`src/sv/plc_pkg.sv`:
```
// plc_pkg: shared constants, types, coefficient tables and fixed-point helpers
// for the planckian locus chromaticity unit; depends on nothing
package plc_pkg;

    localparam int FRAC_BITS = 16;
    localparam int OUT_W     = FRAC_BITS + 1;
    localparam int T_W       = 15;
    localparam int CFG_W     = 13;
    localparam int COL_W     = 12;
    localparam int ROW_W     = 13;

    localparam logic [T_W-1:0] T_MIN = 15'd1500;
    localparam logic [T_W-1:0] T_MAX = 15'd25000;
    localparam logic [T_W-1:0] T_SPLIT_LOW  = 15'd2222;
    localparam logic [T_W-1:0] T_SPLIT_HIGH = 15'd4000;

    localparam logic [CFG_W-1:0] CANVAS_MIN   = 13'd2;
    localparam logic [CFG_W-1:0] CANVAS_MAX   = 13'd4096;
    localparam logic [CFG_W-1:0] CANVAS_RESET = 13'd512;

    localparam logic [0:0] REG_CANVAS_COLS = 1'b0;
    localparam logic [0:0] REG_CANVAS_ROWS = 1'b1;

    localparam logic [1:0] SEG_LOW  = 2'd0;
    localparam logic [1:0] SEG_MID  = 2'd1;
    localparam logic [1:0] SEG_HIGH = 2'd2;

    // 1000 * 2^30 / T, restoring division, DIV_STEPS quotient bits per stage
    localparam int DIV_BITS   = 32;
    localparam int DIV_STEPS  = 4;
    localparam int DIV_STAGES = DIV_BITS / DIV_STEPS;
    localparam longint NUM_BASE = 64'sd1000 * 64'sd1073741824;
    localparam logic [T_W-1:0] DIV_REM_INIT = T_W'(NUM_BASE >>> DIV_BITS);

    typedef logic signed [33:0] coef_t;
    typedef logic signed [31:0] data_t;
    typedef logic signed [34:0] prod_t;
    typedef logic signed [35:0] acc_t;

    typedef struct packed {
        coef_t cub;
        coef_t sq;
        coef_t lin;
        coef_t con;
    } coef_set_t;

    typedef struct packed {
        logic [1:0] seg;
        data_t      x;
    } side_t;

    localparam longint QONE  = 64'sd1073741824;
    localparam longint QHALF = 64'sd500000000;
    localparam longint QDEN  = 64'sd1000000000;

    localparam coef_t XL_CUB = coef_t'(-((64'sd266123900 * QONE + QHALF) / QDEN));
    localparam coef_t XL_SQ  = coef_t'(-((64'sd234358900 * QONE + QHALF) / QDEN));
    localparam coef_t XL_LIN = coef_t'((64'sd877695600 * QONE + QHALF) / QDEN);
    localparam coef_t XL_CON = coef_t'((64'sd179910000 * QONE + QHALF) / QDEN);

    localparam coef_t XH_CUB = coef_t'(-((64'sd3025846900 * QONE + QHALF) / QDEN));
    localparam coef_t XH_SQ  = coef_t'((64'sd2107037900 * QONE + QHALF) / QDEN);
    localparam coef_t XH_LIN = coef_t'((64'sd222634700 * QONE + QHALF) / QDEN);
    localparam coef_t XH_CON = coef_t'((64'sd240390000 * QONE + QHALF) / QDEN);

    localparam coef_t Y1_CUB = coef_t'(-((64'sd1106381400 * QONE + QHALF) / QDEN));
    localparam coef_t Y1_SQ  = coef_t'(-((64'sd1348110200 * QONE + QHALF) / QDEN));
    localparam coef_t Y1_LIN = coef_t'((64'sd2185558320 * QONE + QHALF) / QDEN);
    localparam coef_t Y1_CON = coef_t'(-((64'sd202196830 * QONE + QHALF) / QDEN));

    localparam coef_t Y2_CUB = coef_t'(-((64'sd954947600 * QONE + QHALF) / QDEN));
    localparam coef_t Y2_SQ  = coef_t'(-((64'sd1374185930 * QONE + QHALF) / QDEN));
    localparam coef_t Y2_LIN = coef_t'((64'sd2091370150 * QONE + QHALF) / QDEN);
    localparam coef_t Y2_CON = coef_t'(-((64'sd167488670 * QONE + QHALF) / QDEN));

    localparam coef_t Y3_CUB = coef_t'((64'sd3081758000 * QONE + QHALF) / QDEN);
    localparam coef_t Y3_SQ  = coef_t'(-((64'sd5873386700 * QONE + QHALF) / QDEN));
    localparam coef_t Y3_LIN = coef_t'((64'sd3751129970 * QONE + QHALF) / QDEN);
    localparam coef_t Y3_CON = coef_t'(-((64'sd370014830 * QONE + QHALF) / QDEN));

    localparam coef_set_t XLOW  = '{cub: XL_CUB, sq: XL_SQ, lin: XL_LIN, con: XL_CON};
    localparam coef_set_t XHIGH = '{cub: XH_CUB, sq: XH_SQ, lin: XH_LIN, con: XH_CON};
    localparam coef_set_t YSEG1 = '{cub: Y1_CUB, sq: Y1_SQ, lin: Y1_LIN, con: Y1_CON};
    localparam coef_set_t YSEG2 = '{cub: Y2_CUB, sq: Y2_SQ, lin: Y2_LIN, con: Y2_CON};
    localparam coef_set_t YSEG3 = '{cub: Y3_CUB, sq: Y3_SQ, lin: Y3_LIN, con: Y3_CON};

    // q30 product, magnitude rounded half away from zero, sign restored
    function automatic prod_t qmul(input coef_t a, input data_t b);
        logic        neg;
        logic [32:0] ma;
        logic [30:0] mb;
        logic [63:0] p;
        logic [64:0] r;
        neg = a[33] ^ b[31];
        ma  = a[33] ? 33'(-a) : 33'(a);
        mb  = b[31] ? 31'(-b) : 31'(b);
        p   = {31'b0, ma} * {33'b0, mb};
        r   = {1'b0, p} + 65'd536870912;
        qmul = neg ? -prod_t'(r[64:30]) : prod_t'(r[64:30]);
    endfunction

    // q30 to output format, negative to zero, round half up, saturate at one
    function automatic logic [OUT_W-1:0] to_out(input acc_t v);
        logic [36:0] s;
        logic [36:0] r;
        s = {1'b0, v} + (37'd1 << (29 - FRAC_BITS));
        r = s >> (30 - FRAC_BITS);
        if (v[35])
            to_out = '0;
        else if (r > (37'd1 << FRAC_BITS))
            to_out = OUT_W'(1 << FRAC_BITS);
        else
            to_out = r[OUT_W-1:0];
    endfunction

endpackage

```
`src/sv/plc_divider.sv`:
```
// plc_divider: pipelined restoring divider forming u = round(1000 * 2^30 / T)
// depends on plc_pkg
module plc_divider
    import plc_pkg::*;
(
    input  logic           clk,
    input  logic           rst_n,
    input  logic           in_valid,
    input  logic [T_W-1:0] in_t,
    input  logic [1:0]     in_seg,
    output logic           out_valid,
    output data_t          out_u,
    output logic [1:0]     out_seg
);

    logic             valid_reg [DIV_STAGES];
    logic [T_W-1:0]   rem_reg   [DIV_STAGES];
    logic [31:0]      work_reg  [DIV_STAGES];
    logic [T_W-1:0]   t_reg     [DIV_STAGES];
    logic [1:0]       seg_reg   [DIV_STAGES];

    genvar g;
    generate
        for (g = 0; g < DIV_STAGES; g++)
        begin : g_stage
            logic           src_valid;
            logic [T_W-1:0] src_rem;
            logic [31:0]    src_work;
            logic [T_W-1:0] src_t;
            logic [1:0]     src_seg;
            logic [T_W-1:0] rem_next;
            logic [31:0]    work_next;

            if (g == 0)
            begin : g_first
                // low numerator bits are t/2, the rounding term
                assign src_valid = in_valid;
                assign src_rem   = DIV_REM_INIT;
                assign src_work  = {18'b0, in_t[T_W-1:1]};
                assign src_t     = in_t;
                assign src_seg   = in_seg;
            end
            else
            begin : g_rest
                assign src_valid = valid_reg[g-1];
                assign src_rem   = rem_reg[g-1];
                assign src_work  = work_reg[g-1];
                assign src_t     = t_reg[g-1];
                assign src_seg   = seg_reg[g-1];
            end

            always_comb
            begin : p_steps
                logic [T_W:0] trial;
                logic [T_W-1:0] r;
                logic [31:0] w;
                r = src_rem;
                w = src_work;
                for (int k = 0; k < DIV_STEPS; k++)
                begin
                    trial = {r, w[31]};
                    if (trial >= {1'b0, src_t})
                    begin
                        r = T_W'(trial - {1'b0, src_t});
                        w = {w[30:0], 1'b1};
                    end
                    else
                    begin
                        r = trial[T_W-1:0];
                        w = {w[30:0], 1'b0};
                    end
                end
                rem_next  = r;
                work_next = w;
            end

            always_ff @(posedge clk or negedge rst_n)
            begin
                if (!rst_n)
                    valid_reg[g] <= 1'b0;
                else
                    valid_reg[g] <= src_valid;
            end

            always_ff @(posedge clk)
            begin
                rem_reg[g]  <= rem_next;
                work_reg[g] <= work_next;
                t_reg[g]    <= src_t;
                seg_reg[g]  <= src_seg;
            end
        end
    endgenerate

    assign out_valid = valid_reg[DIV_STAGES-1];
    assign out_u     = data_t'({1'b0, work_reg[DIV_STAGES-1][30:0]});
    assign out_seg   = seg_reg[DIV_STAGES-1];

endmodule

```
`config.mk`:
```
export PLATFORM = sky130hd
export DESIGN_NAME = plc_divider
export DESIGN_NICKNAME = d
export VERILOG_FILES = /design/src/sv/plc_pkg.sv /design/src/sv/plc_divider.sv
export SDC_FILE = /design/constraint.sdc
export NUM_CORES = 2
export LEC_CHECK = 0
export BUFFER_PORTS_ARGS = -buffer_cell sky130_fd_sc_hd__buf_2
export CORE_ASPECT_RATIO = 2
export CORE_UTILIZATION = 50
export DETAILED_ROUTE_END_ITERATION = 10
export GPL_TIMING_DRIVEN = 0
export PLACE_DENSITY = 0.75
export SETUP_SLACK_MARGIN = 0.5
export SLEW_MARGIN = 25
export SYNTH_ARGS = -nofsm -noshare
export SYNTH_HDL_FRONTEND = slang
export SYNTH_SLANG_ARGS = --single-unit
export TNS_END_PERCENT = 30
```
`constraint.sdc`:
```
create_clock -name clk -period 21.3 [get_ports clk]
set_input_delay 0 -clock clk [delete_from_list [all_inputs] [get_ports clk]]
set_output_delay 0 -clock clk [all_outputs]
set_load 0.02 [all_outputs]
```
Word level (Yosys, flattened, before mapping)
Memory sizes are Yosys's and may differ from the RTL's.
Index checks and enable logic that the tools add are counted.
{ "classes": {"add_sub_neg": 32, "magnitude_cmp": 32, "n_mux": 64} }
{ "ops": {"columns": ["op", "count"], "rows": [
  ["$ge 16x15->1", 31],
  ["$mux 15", 32],
  ["$sub 15x15->15", 31],
  ["$mux 1", 32],
  ["$ge 9x15->1 const A", 1],
  ["$sub 9x15->15 const A", 1]
]} }
{ "word_totals": {"regBits": 8, "mem_bits_rw": 512, "input_bits": 20, "out_inout_bits": 35, "word_cells": 140, "n_memories": 4} }
{ "memory_table": {"columns": ["name", "words", "width", "read_ports", "rd_ports_with_merged_regs", "wr", "line", "rtl"], "rows": [
  ["work_reg", 8, 32, 8, 0, 8, "plc_divider.sv:18", "logic [31:0] work_reg [DIV_STAGES];"],
  ["rem_reg", 8, 15, 7, 0, 8, "plc_divider.sv:17", "logic [T_W-1:0] rem_reg [DIV_STAGES];"],
  ["t_reg", 8, 15, 7, 0, 8, "plc_divider.sv:19", "logic [T_W-1:0] t_reg [DIV_STAGES];"],
  ["seg_reg", 8, 2, 8, 0, 8, "plc_divider.sv:20", "logic [1:0] seg_reg [DIV_STAGES];"]
]} }

Logic depth before layout (Yosys ltp)
An unclocked memory read counts as a cell.
{ "logic_depth": {"word_depth": 9, "depth_mapped": 51, "ltp_nobuf": 47} }

Worst setup path after synthesis
No wires, ideal clock.
{ "synth_timing": {"path_kind": "register to register", "start": "memory work_reg[4][31], in the netlist work_reg[1][31]", "end": "memory rem_reg[5][10]", "setup_time_ps": 121, "arrival_ps": 10863, "required_time_ps": 21179, "path_slack_ps": 10316, "stages_incl_launch_ff": 50, "path_buffers": 7, "synth_period_minus_slack_ps": 10984, "path_cell_list": "dfxtp_1 -> inv_1 -> ha_1 -> inv_1 -> fa_1 -> a211oi_1 -> o21ai_0 -> a2111oi_0 -> o21ai_0 -> a21oi_1 -> clkbuf_1 -> clkbuf_1 -> nand2_1 -> o31ai_1 -> ha_1 -> a21o_1 -> a221o_1 -> nor4b_1 -> [... 14 more ...] -> nand2_1 -> or2_2 -> clkbuf_1 -> clkbuf_1 -> o21ai_0 -> fa_1 -> nor2b_1 -> o31a_1 -> o21ai_0 -> nand2_1 -> a21o_1 -> a41o_1 -> o41ai_1 -> o2111ai_1 -> nor4_1 -> a21oi_1 -> buf_2 -> mux2_2"} }
{ "synth_rtl": {"columns": ["item", "line"], "rows": [
  ["start: declaration", "plc_divider.sv:18"],
  ["end: declaration", "plc_divider.sv:17"]
]} }

==> results.md <==
- Row count: 131
- Synth cell count leaders: ha_1, dfxtp_1, nand2_1
- Worst Skew: 0.05567 ns
- Initial drt markers: 1220
- Share of synthesized cell area in and, or, nand and nor gates: 0.1562
- Share of cells above drive strength 1: 0.08445
- Layout Nets: 4559
- First-pass DRT Iterations: 5
- Post-CTS Resized: 0
- Worst Setup Start Kind: flop
- Max-cap viol count: 0
- Gate Count Post-Synth: 3955
- Outcome: finished clean
- Die X: 182.3 um
- Rel. slew slack: 0.2770
- Worst EP arrival: 15.97 ns
- CTS tree: done
- Setup repair bufs after CTS: 0
- Fin crit period: 15.48 ns
- Total grt overflow: 0
- Ys Warns: 0
- Proportion of synthesized area in mux cells: 0.06547
- Worst Hold Class: in -> reg
- Clock latency at the later pin of the worst-skew pair: 0.60 ns
- Sequential-to-total area share from yosys stat: 0.2292
- Setup crit end kind: flop
- Worst hold start: in_t[10]
- Largest register FFs: 164
- Cell Area, Synth: 32490 um2
- Vias: 29770
- CTS Buf Count: 37
- R2R Setup Slk: 5.82 ns
- Buffer levels on the longest clock path: 3
- Setup WS post-layout: 5.820 ns
- Port-buffer cells: 53
- Main combinational cell family by area after synthesis: compound AO/OA/AOI/OAI gates
- Worst-path clk slew: 0.08 ns
- Cell type with the largest total area after synthesis: dfxtp_1
- Top cell type's share of synthesized area: 0.2231
- Synth area leaders: dfxtp_1, ha_1, xnor2_1
- Core Region: 64090 um2
- GPL Wtd Cong: 1.036
- Most frequent cell after synthesis: ha_1
- Total Routing Usage GR: 0.2944
- Reg2reg path depth: 42
- Total clock sinks: 370
- CP Class: reg -> reg
- Adder-Cell Fraction of Synth Area: 0.1853
- Final hold violation count: 0
- Critical R2R Launch: t_reg[2][0]
- Hold worst-path end: t_reg[0][10]
- Die Ht: 362.5 um
- Placed cell area: 33850 um2
- Dpl ws: 6.106 ns
- Register bit count reported by yosys: 370
- Syn avg cell area: 8.215 um2
- Fillcell total: 5985
- Syn_nets: 4446
- Main flop type after synthesis: dfxtp_1
- Final Cycle Share: 0.7268
- Design Area, Final: 35330 um2
- Reg-to-Reg End: rem_reg[3][7]
- I/O pin count: 55
- Worst-path maximum fanout: 10
- Post-DP HPWL: 79.85 mm
- Post-synth EDFFs: 0
- Initial Util: 0.5070
- Via density: 5.999
- Largest net degree at the start of global routing: 20
- Area Growth Syn to Fin: 8.734%
- Number of global-route vias before repair: 30540
- Worst Path Required: 21.79 ns
- Xor/xnor share of the synthesized area: 0.08707
- RSZ-0062 raised after global routing: no
- Routed WL: 97.94 mm
- Async SR Flop Fraction: 0.02162
- Antenna violations before repair: 0
- Synth cell types: 87
- Root Buffer Master: clkbuf_16
- First-pass GRT wire length: 152.6 mm
- WL per Instance: 19.74 um
- Hold_buf cts: 20
- DRC errors left: 0
- Finish-stage setup viols: 0
- Slowest cell on crit path: a21boi_1
- Worst slew pin tran: 1.057 ns
- Final TNS setup: 0 ns
- Critical Path Max Stage Delay: 0.88 ns
- Fmax: 64.60 MHz
- Die area: 66070 um2
- Max Slew Vio Count: 0
- Compound-Gate Fraction of Synth Area: 0.2368
- # H-tree levels: 2
- Detail Route Antenna Nets: 0
- Worst hold path depth: 2
-- final cells by class --
| class | instances | area [um2] | area share |
|---|---|---|---|
| Inverter | 277 | 1040 | 0.02943 |
| Tap cell | 864 | 1081 | 0.03060 |
| Timing Repair Buffer | 74 | 470.5 | 0.01332 |
| Sequential cell | 370 | 7447 | 0.2108 |
| Antenna cell | 1 | 2.502 | 0.00007083 |
| Buffer | 65 | 254.0 | 0.007190 |
| Clock buffer | 45 | 1039 | 0.02940 |
| Multi-Input combinational cell | 3243 | 23760 | 0.6726 |
| Clock inverter | 23 | 234.0 | 0.006623 |
-- worst max path at each step --
stage,from,to,cells after the start
2_1_floorplan,work_reg[1][31],rem_reg[5][10],49
3_3_place_gp,t_reg[2][0],rem_reg[3][7],42
3_5_place_dp,t_reg[2][0],rem_reg[3][7],42
4_1_cts,t_reg[2][0],rem_reg[3][7],42
5_1_grt,t_reg[2][0],rem_reg[3][11],43
6_report,t_reg[2][0],rem_reg[3][7],42
-- critical path: cells and delay by family, from the launching register on --
family,cells,cell delay [ns]
simple gates,4,1.00
mux,3,1.17
buf+inv,8,2.97
compound gates,23,8.29
fa+ha+maj,4,1.47
flops,1,0.47
-- per-stage QoR --
step                      hold slack [ns]    util  std cells
final                              0.1033  0.5512       4962
after global routing               0.1104  0.5512       4961
after CTS                         0.07379  0.5512       4961
after detailed placement          -0.1560  0.5282       4873
after global placement            -0.1612  0.5280       4872
after floorplan                   -0.2956       -       3955
-- logic make-up after synthesis --
| kind of cell | after synthesis |
|---|---|
| AOI/OAI and AO/OA | 1182 |
| xor gates and xnor gates | 323 |
| adders and majority gates | 471 |
| buffers and inverters | 342 |
| DFF | 370 |
| muxes | 192 |
| other | 1 |
| and+or+nand+nor | 1074 |
-- cells in the final DEF, fill, tap and decap left out, types with 14 or more instances in the layout --
master and instances:
ha_1 454, dfxtp_1 362, nand2_1 322, a21oi_1 313, nor2_1 281, inv_1 270, o21ai_0 268, xnor2_1 213
mux2_2 160, a21o_1 120, xor2_1 110, nor3_1 90, o21a_1 77, nand3_1 69, nor2b_1 61, buf_2 59
nand2b_1 55, clkbuf_1 54, o21bai_1 44, o31ai_1 42, nand4_1 40, clkbuf_16 39, a211oi_1 36, mux2i_1 31
and3_1 30, or2_2 27, or3_1 26, a21boi_0 24, a31oi_1 23, o221ai_1 22, o211ai_1 21, nor4_1 20
dlygate4sd3_1 20, a211o_1 19, a22o_1 17, fa_1 17, and2_1 16, o22ai_1 14
-- layer usage --
| layer | track usage | vias to the layer above | wire [um] |
|---|---|---|---|
| li1 | - | 14600 | - |
| met1 | 0.2404 | 13820 | 31550 |
| met2 | 0.5701 | 834 | 51270 |
| met3 | 0.03269 | 507 | 2990 |
| met4 | 0.3266 | 0 | 12130 |
| met5 | 0 | - | 0 |
Power is left out: the tool's default activity adds up to more than one toggle a clock period on the data nets, which glitch-free logic cannot reach.
