`config.mk`:
```
export PLATFORM = sky130hd
export DESIGN_NAME = plc_output
export DESIGN_NICKNAME = d
export VERILOG_FILES = /design/src/sv/plc_pkg.sv /design/src/sv/plc_output.sv
export SDC_FILE = /design/constraint.sdc
export NUM_CORES = 1
export LEC_CHECK = 0
export BUFFER_PORTS_ARGS = -buffer_cell sky130_fd_sc_hd__buf_2
export CORE_MARGIN = 2
export CORE_UTILIZATION = 62
export CTS_CLUSTER_SIZE = 10
export DETAILED_ROUTE_END_ITERATION = 16
export MAX_ROUTING_LAYER = met4
export PLACE_DENSITY = 0.79
export SYNTH_ARGS = -nofsm -noshare
export SYNTH_HDL_FRONTEND = slang
export SYNTH_SLANG_ARGS = --single-unit
```
`constraint.sdc`:
```
create_clock -name clk -period 8.5 [get_ports clk]
set_clock_uncertainty 0.2 [all_clocks]
set_input_delay 1.7 -clock clk [delete_from_list [all_inputs] [get_ports clk]]
set_output_delay 1.7 -clock clk [all_outputs]
set_load 0.1 [all_outputs]
```
`src/sv/plc_pkg.sv`:
```
// plc_pkg: shared constants, types, coefficient tables and fixed-point helpers
// for the planckian locus chromaticity unit; depends on nothing
package plc_pkg;

    localparam int FRAC_BITS = 16;
    localparam int OUT_W     = FRAC_BITS + 1;
    localparam int T_W       = 15;
    localparam int CFG_W     = 13;
    localparam int COL_W     = 12;
    localparam int ROW_W     = 13;

    localparam logic [T_W-1:0] T_MIN = 15'd1500;
    localparam logic [T_W-1:0] T_MAX = 15'd25000;
    localparam logic [T_W-1:0] T_SPLIT_LOW  = 15'd2222;
    localparam logic [T_W-1:0] T_SPLIT_HIGH = 15'd4000;

    localparam logic [CFG_W-1:0] CANVAS_MIN   = 13'd2;
    localparam logic [CFG_W-1:0] CANVAS_MAX   = 13'd4096;
    localparam logic [CFG_W-1:0] CANVAS_RESET = 13'd512;

    localparam logic [0:0] REG_CANVAS_COLS = 1'b0;
    localparam logic [0:0] REG_CANVAS_ROWS = 1'b1;

    localparam logic [1:0] SEG_LOW  = 2'd0;
    localparam logic [1:0] SEG_MID  = 2'd1;
    localparam logic [1:0] SEG_HIGH = 2'd2;

    // 1000 * 2^30 / T, restoring division, DIV_STEPS quotient bits per stage
    localparam int DIV_BITS   = 32;
    localparam int DIV_STEPS  = 4;
    localparam int DIV_STAGES = DIV_BITS / DIV_STEPS;
    localparam longint NUM_BASE = 64'sd1000 * 64'sd1073741824;
    localparam logic [T_W-1:0] DIV_REM_INIT = T_W'(NUM_BASE >>> DIV_BITS);

    typedef logic signed [33:0] coef_t;
    typedef logic signed [31:0] data_t;
    typedef logic signed [34:0] prod_t;
    typedef logic signed [35:0] acc_t;

    typedef struct packed {
        coef_t cub;
        coef_t sq;
        coef_t lin;
        coef_t con;
    } coef_set_t;

    typedef struct packed {
        logic [1:0] seg;
        data_t      x;
    } side_t;

    localparam longint QONE  = 64'sd1073741824;
    localparam longint QHALF = 64'sd500000000;
    localparam longint QDEN  = 64'sd1000000000;

    localparam coef_t XL_CUB = coef_t'(-((64'sd266123900 * QONE + QHALF) / QDEN));
    localparam coef_t XL_SQ  = coef_t'(-((64'sd234358900 * QONE + QHALF) / QDEN));
    localparam coef_t XL_LIN = coef_t'((64'sd877695600 * QONE + QHALF) / QDEN);
    localparam coef_t XL_CON = coef_t'((64'sd179910000 * QONE + QHALF) / QDEN);

    localparam coef_t XH_CUB = coef_t'(-((64'sd3025846900 * QONE + QHALF) / QDEN));
    localparam coef_t XH_SQ  = coef_t'((64'sd2107037900 * QONE + QHALF) / QDEN);
    localparam coef_t XH_LIN = coef_t'((64'sd222634700 * QONE + QHALF) / QDEN);
    localparam coef_t XH_CON = coef_t'((64'sd240390000 * QONE + QHALF) / QDEN);

    localparam coef_t Y1_CUB = coef_t'(-((64'sd1106381400 * QONE + QHALF) / QDEN));
    localparam coef_t Y1_SQ  = coef_t'(-((64'sd1348110200 * QONE + QHALF) / QDEN));
    localparam coef_t Y1_LIN = coef_t'((64'sd2185558320 * QONE + QHALF) / QDEN);
    localparam coef_t Y1_CON = coef_t'(-((64'sd202196830 * QONE + QHALF) / QDEN));

    localparam coef_t Y2_CUB = coef_t'(-((64'sd954947600 * QONE + QHALF) / QDEN));
    localparam coef_t Y2_SQ  = coef_t'(-((64'sd1374185930 * QONE + QHALF) / QDEN));
    localparam coef_t Y2_LIN = coef_t'((64'sd2091370150 * QONE + QHALF) / QDEN);
    localparam coef_t Y2_CON = coef_t'(-((64'sd167488670 * QONE + QHALF) / QDEN));

    localparam coef_t Y3_CUB = coef_t'((64'sd3081758000 * QONE + QHALF) / QDEN);
    localparam coef_t Y3_SQ  = coef_t'(-((64'sd5873386700 * QONE + QHALF) / QDEN));
    localparam coef_t Y3_LIN = coef_t'((64'sd3751129970 * QONE + QHALF) / QDEN);
    localparam coef_t Y3_CON = coef_t'(-((64'sd370014830 * QONE + QHALF) / QDEN));

    localparam coef_set_t XLOW  = '{cub: XL_CUB, sq: XL_SQ, lin: XL_LIN, con: XL_CON};
    localparam coef_set_t XHIGH = '{cub: XH_CUB, sq: XH_SQ, lin: XH_LIN, con: XH_CON};
    localparam coef_set_t YSEG1 = '{cub: Y1_CUB, sq: Y1_SQ, lin: Y1_LIN, con: Y1_CON};
    localparam coef_set_t YSEG2 = '{cub: Y2_CUB, sq: Y2_SQ, lin: Y2_LIN, con: Y2_CON};
    localparam coef_set_t YSEG3 = '{cub: Y3_CUB, sq: Y3_SQ, lin: Y3_LIN, con: Y3_CON};

    // q30 product, magnitude rounded half away from zero, sign restored
    function automatic prod_t qmul(input coef_t a, input data_t b);
        logic        neg;
        logic [32:0] ma;
        logic [30:0] mb;
        logic [63:0] p;
        logic [64:0] r;
        neg = a[33] ^ b[31];
        ma  = a[33] ? 33'(-a) : 33'(a);
        mb  = b[31] ? 31'(-b) : 31'(b);
        p   = {31'b0, ma} * {33'b0, mb};
        r   = {1'b0, p} + 65'd536870912;
        qmul = neg ? -prod_t'(r[64:30]) : prod_t'(r[64:30]);
    endfunction

    // q30 to output format, negative to zero, round half up, saturate at one
    function automatic logic [OUT_W-1:0] to_out(input acc_t v);
        logic [36:0] s;
        logic [36:0] r;
        s = {1'b0, v} + (37'd1 << (29 - FRAC_BITS));
        r = s >> (30 - FRAC_BITS);
        if (v[35])
            to_out = '0;
        else if (r > (37'd1 << FRAC_BITS))
            to_out = OUT_W'(1 << FRAC_BITS);
        else
            to_out = r[OUT_W-1:0];
    endfunction

endpackage

```
`src/sv/plc_output.sv`:
```
// plc_output: output formatting and canvas mapping, three stages
// depends on plc_pkg
module plc_output
    import plc_pkg::*;
(
    input  logic             clk,
    input  logic             rst_n,
    input  logic             in_valid,
    input  acc_t             in_x,
    input  acc_t             in_y,
    input  logic [COL_W-1:0] cols_m1,
    input  logic [ROW_W-1:0] rows,
    output logic             out_valid,
    output logic [OUT_W-1:0] chroma_x,
    output logic [OUT_W-1:0] chroma_y,
    output logic [COL_W-1:0] pixel_col,
    output logic [ROW_W-1:0] pixel_row
);

    localparam int PROD_W = OUT_W + COL_W;

    logic [2:0] valid_reg;

    logic [OUT_W-1:0]  o1_cx_reg, o1_cy_reg;
    logic [COL_W-1:0]  o1_cm1_reg;
    logic [ROW_W-1:0]  o1_rows_reg;

    logic [OUT_W-1:0]  o2_cx_reg, o2_cy_reg;
    logic [PROD_W-1:0] o2_pcol_reg, o2_prow_reg;
    logic [ROW_W-1:0]  o2_rows_reg;

    logic [OUT_W-1:0]  o3_cx_reg, o3_cy_reg;
    logic [COL_W-1:0]  o3_col_reg;
    logic [ROW_W-1:0]  o3_row_reg;

    logic [COL_W-1:0]  rm1_next;
    logic [PROD_W:0]   up_sum_next;
    logic [ROW_W-1:0]  up_next;

    assign rm1_next    = COL_W'(o1_rows_reg - 13'd1);
    // row counts from the top: rows minus y scaled, rounded up
    assign up_sum_next = {1'b0, o2_prow_reg} + ((PROD_W+1)'(1) << FRAC_BITS)
                       - (PROD_W+1)'(1);
    assign up_next     = ROW_W'(up_sum_next >> FRAC_BITS);

    always_ff @(posedge clk or negedge rst_n)
    begin
        if (!rst_n)
            valid_reg <= '0;
        else
            valid_reg <= {valid_reg[1:0], in_valid};
    end

    always_ff @(posedge clk)
    begin
        o1_cx_reg   <= to_out(in_x);
        o1_cy_reg   <= to_out(in_y);
        o1_cm1_reg  <= cols_m1;
        o1_rows_reg <= rows;

        o2_cx_reg   <= o1_cx_reg;
        o2_cy_reg   <= o1_cy_reg;
        o2_pcol_reg <= {{COL_W{1'b0}}, o1_cx_reg} * {{OUT_W{1'b0}}, o1_cm1_reg};
        o2_prow_reg <= {{COL_W{1'b0}}, o1_cy_reg} * {{OUT_W{1'b0}}, rm1_next};
        o2_rows_reg <= o1_rows_reg;

        o3_cx_reg   <= o2_cx_reg;
        o3_cy_reg   <= o2_cy_reg;
        o3_col_reg  <= COL_W'(o2_pcol_reg >> FRAC_BITS);
        o3_row_reg  <= o2_rows_reg - up_next;
    end

    assign out_valid = valid_reg[2];
    assign chroma_x  = o3_cx_reg;
    assign chroma_y  = o3_cy_reg;
    assign pixel_col = o3_col_reg;
    assign pixel_row = o3_row_reg;

endmodule

```
Word level (Yosys, flattened, before mapping)
Cells that the tools add are included.
- bits of input ports: 100
- output and inout port bits: 60
- flip-flop bits (word level): 225
- add/sub/neg operators: 6
- $mul: 2
- order comparisons: 2
- reduce and logical (&&, ||, !) cells: 2
- multiplexer cells: 2
- operator list (cell ; count):
    adder 36 x 14 -> 37 bit (second input constant) ; 2
    greater-than comparator 23 x 17 -> 1 bit (second input constant) ; 2
    2-to-1 mux 17 bit ; 2
    adder 29 x 17 -> 29 bit (second input constant) ; 1
    multiplier 17 x 12 -> 29 bit ; 1
    subtractor 29 x 1 -> 29 bit (second input constant) ; 1
    multiplier 17 x 12 -> 28 bit ; 1
    subtractor 13 bit ; 1
    subtractor 12 x 1 -> 12 bit (second input constant) ; 1
    OR reduction 2 bit ; 2

Logic depth before layout (Yosys ltp)
- depth in word-level cells: 3
- gate-level depth with buffers: 27
- mapped depth without buffers: 25

Worst setup path before layout
Ideal clock, no wire load.
- path type: reg2reg
- start point: register o1_rows_reg[0]
- end point: register o2_prow_reg[26]
- data arrival time: 6679 ps
- cell stages (with the launch flop): 26
- path slack: 1501 ps
- path through: dfxtp_1 -> inv_1 -> clkbuf_1 -> ha_1 -> nand2b_1 -> nor4_1 -> nand2_1 -> xnor2_1 -> clkbuf_1 -> nand2_1 -> fa_1 -> fa_1 -> inv_1 -> fa_1 -> inv_1 -> fa_1 -> fa_1 -> inv_1 -> ha_1 -> o21ai_0 -> a211oi_1 -> a21bo_2 -> a311o_1 -> o31ai_2 -> a41oi_1 -> xnor2_1
- word-level cells in the longest chain between the ends: 2
- RTL lines (element ; line ; source):
    start: declaration ; plc_output.sv:26 ; logic [ROW_W-1:0] o1_rows_reg;
    start signal: assignment ; plc_output.sv:59 ; o1_rows_reg <= rows;
    subtractor 12 x 1 -> 12 bit ; plc_output.sv:40 ; assign rm1_next = COL_W'(o1_rows_reg - 13'd1);
    multiplier 17 x 12 -> 29 bit ; plc_output.sv:64 ; o2_prow_reg <= {{COL_W{1'b0}}, o1_cy_reg} * {{OUT_W{1'b0}}, rm1_next};
    end signal: assignment ; plc_output.sv:64 ;
    end: declaration ; plc_output.sv:29 ; logic [PROD_W-1:0] o2_pcol_reg, o2_prow_reg;
Every way passes these cells.
A chain may end at the register's enable or synchronous reset.

Worst setup path after layout
Ends and elaborated chain as after synthesis.

==> reports/qor.yml <==
outcome:
  status: "completed"
synth:
  synth_edf_count: 0
  netlist_instances: 1948
  synth_area_leaders: "fa_1 (32%), dfxtp_1 (22%), ha_1 (9.6%)"
  yosysTopAreaCell: "fa_1"
  syn_avg_cell_area_um2: 9.539
  synth-seq-cells: 209
  yosysMostFrequentCell: "inv_1"
  syn_nets: 2489
  synth_ff_type: "dfxtp_1"
  yosysSeqAreaShare_pct: 22.60
  synthDistinctLibCells: 72
  synth_top_area_share_pct: 32.21
  synthTopCellsByCount: "inv_1 (360), fa_1 (299), nand2_1 (282)"
  syn-cell-area_um2: 18580
  ys_warn_count: 0
  synthArstFlopShare_pct: 1.435
route:
  drc: 0
  drt-wirelength-per-cell_um: 17.04
  drt-total-wl_um: 41590
  drt_first_pass_iters: 5
  drtAntennaViolNets: 0
  viasPerCell: 5.476
  drt-initial-drc-count: 733
  vias: 13370
global_route:
  grt.met3_usage_pct: 4.210
  busiest_layer: "met2"
  grt_pass1_wl_um: 70610
  antenna_found_initial: 1
  grt_pass1_vias: 14610
  met2_usage_pct: 48.91
  gr-total-overflow: 0
  grt_max_degree: 18
  gr-usage-met1_pct: 36.10
  grt_usage_pct: 29.18
cts:
  cts-resized-gates: 0
  clk_latency_ns: 0.55
  cts_buffers: 26
  cts-root-buf: "clkbuf_16"
  clock_path_buffers: 3
  post_cts_buffers: 0
  cts_htree_levels: 1
  hold_buffers: 0
  cts_sinks: 209
  path_clk_slew_ns: 0.06
  cts_tree: "yes"
critical_path:
  crit_path_end_kind: "flip-flop"
  crit_type: "reg2reg"
  path_max_fanout: 12
  worstPathRequired_ns: 8.73
  critPathLaunchType: "flip-flop"
  critPathArrivalTime_ns: 8.01
timing:
  slew_violations: 0
  finalSetupViolCount: 0
  hold_ws_ns: 0.1168
  layout_min_cycle_time_ns: 7.782
  fmax_mhz: 128.5
  tightest_slew_ns: 1.054
  fin_setup_tns_ns: 0
  period_share_pct: 91.55
  grt_setup_unrepaired: "false"
  slew_headroom_pct: 29.66
  final-hold-violation-count: 0
place:
  hpwl_um: 31200
  numPortBuffers: 133
  gp_congestion: 0.9072
floorplanning:
  pin_count: 160
  core_um2: 29560
  die-area_um2: 31370
  rows: 63
  dieWidth_um: 177.1
  die_h_um: 177.1
  start_util_pct: 62.87
cells_and_area:
  largest_reg_flops: 29
  area_growth_pct: 9.319
  fillers: 2206
  nNetsFinal: 2583
  fin_util_pct: 68.72
  layout-drive-gt1-share_pct: 10.05
power:
  p_sw_mw: 0.8187
  ir_worst_vdd_mv: 0.2731
  power_frac_seq_pct: 41.1
  p_leak_nw: 9.883
  internal_power_mw: 1.815
  p_per_area_nw_per_um2: 129.6
  power_frac_comb_pct: 18.5
  sw_frac_of_total_pct: 31.09
  clkPwrFrac_pct: 40.4
job:
  cap_viol_max_count: 0
worst_hold_path:
  hold_path.class: "reg2reg"
[per-layer routing]
metal	share of wire, %	up-vias
li1	-	6105
met3	6.5	132
met1	40	6641
met2	50	488
met5	0	-
met4	3.8	0
[power by group through the flow]
stage               clock network (mW)  registers, mW  logic (mW)
floorplan                            0           1.27       0.196
global placement                     0           1.10       0.473
CTS                               1.09           1.08       0.487
detailed placement                   0           1.10       0.482
finish                            1.06           1.08       0.487
global route                      1.12           1.09       0.525
[final cells by class]
type                       count  area (um2)  share of cell area [%]
sequential                   209        4199                   20.67
multi-input combinational   1304       12730                   62.66
clock inverter                 3       90.09                  0.4435
clock buffer                  33       728.2                   3.585
inverter                     360        1351                   6.652
timing repair buffer         141       725.7                   3.572
tap                          390       488.0                   2.402
antenna                        1       2.502                 0.01232
[kinds of logic (layout without fill, tap and decap cells)]
| family | after synthesis | after routing | share of synthesized area [%] |
|---|---|---|---|
| and+or+nand+nor | 624 | 624 | 16.77 |
| xor gates and xnor gates | 101 | 101 | 4.801 |
| AOI/OAI and AO/OA | 136 | 136 | 4.949 |
| adders and majority gates | 441 | 441 | 41.77 |
| other | 0 | 1 | 0 |
| buffers and inverters | 435 | 537 | 8.982 |
| DFF | 209 | 209 | 22.60 |
| muxes | 2 | 2 | 0.1346 |
[cell usage in the layout (no fill, tap or decap), types with 3 or more instances in the layout]
| cell type | instances |
|---|---|
| a2111oi_0 | 5 |
| a211oi_1 | 3 |
| a21o_1 | 24 |
| a21oi_1 | 37 |
| a31o_2 | 3 |
| a31oi_1 | 6 |
| and2_1 | 136 |
| and3_1 | 10 |
| and4_1 | 5 |
| buf_2 | 133 |
| buf_4 | 8 |
| clkbuf_1 | 3 |
| clkbuf_16 | 27 |
| clkbuf_8 | 3 |
| dfrtp_1 | 3 |
| dfxtp_1 | 206 |
| fa_1 | 299 |
| ha_1 | 142 |
| inv_1 | 360 |
| nand2_1 | 282 |
| nand2b_1 | 18 |
| nand3_1 | 28 |
| nand4_1 | 8 |
| nor2_1 | 62 |
| nor2_2 | 7 |
| nor2b_1 | 20 |
| nor3_1 | 11 |
| nor3_2 | 3 |
| nor4_1 | 10 |
| o21a_1 | 8 |
| o21ai_0 | 23 |
| o21bai_1 | 5 |
| o31a_1 | 3 |
| or3_1 | 4 |
| xnor2_1 | 54 |
| xor2_1 | 44 |
| xor2_2 | 3 |
[stage by stage]
| stage | cell area (um2) | setup slack, ns | power (mW) | cells |
|---|---|---|---|---|
| after detailed placement | 19490 | 0.7975 | 1.584 | 2404 |
| after global placement | 19490 | 0.9601 | 1.574 | 2404 |
| after global routing | 20310 | 0.2884 | 2.733 | 2441 |
| after CTS | 20310 | 0.7352 | 2.655 | 2440 |
| after floorplan | 18580 | 1.501 | 1.462 | 1948 |
| final | 20310 | 0.7184 | 2.634 | 2441 |
[path summary, 6_finish.rpt]
| path | from | endpoint | slack, ns | cells after the start |
|---|---|---|---|---|
| worst max-delay path | o1_rows_reg[0] | o2_prow_reg[26] | 0.72 | 23 |
| worst min-delay path | o2_pcol_reg[19] | pixel_col[3] | 0.12 | 0 |
| worst max register to register | o1_rows_reg[0] | o2_prow_reg[26] | 0.72 | 23 |
| worst min register to register | o2_pcol_reg[19] | pixel_col[3] | 0.12 | 0 |
| max in group asynchronous | rst_n | valid_reg[2] | 7.26 | 1 |
| min in group asynchronous | rst_n | valid_reg[0] | 0.74 | 1 |
[critical path, cell delays in order (launching register included)]
cell and delay, ns:
dfxtp_1 0.47, nor3_2 0.35, nand2_1 0.10, or2_1 0.25
or4_4 0.45, nor3_4 0.15, xor2_2 0.51, nand2_1 0.17
fa_1 0.53, fa_1 0.56, inv_1 0.06, fa_1 0.54
inv_1 0.06, fa_1 0.50, fa_1 0.55, inv_1 0.04
ha_1 0.39, a2111oi_0 0.16, a211oi_1 0.21, a21bo_2 0.28
a311o_1 0.40, o31ai_2 0.36, a41oi_1 0.20, xnor2_1 0.16
Note: power is estimated with default switching activity, not from simulation.
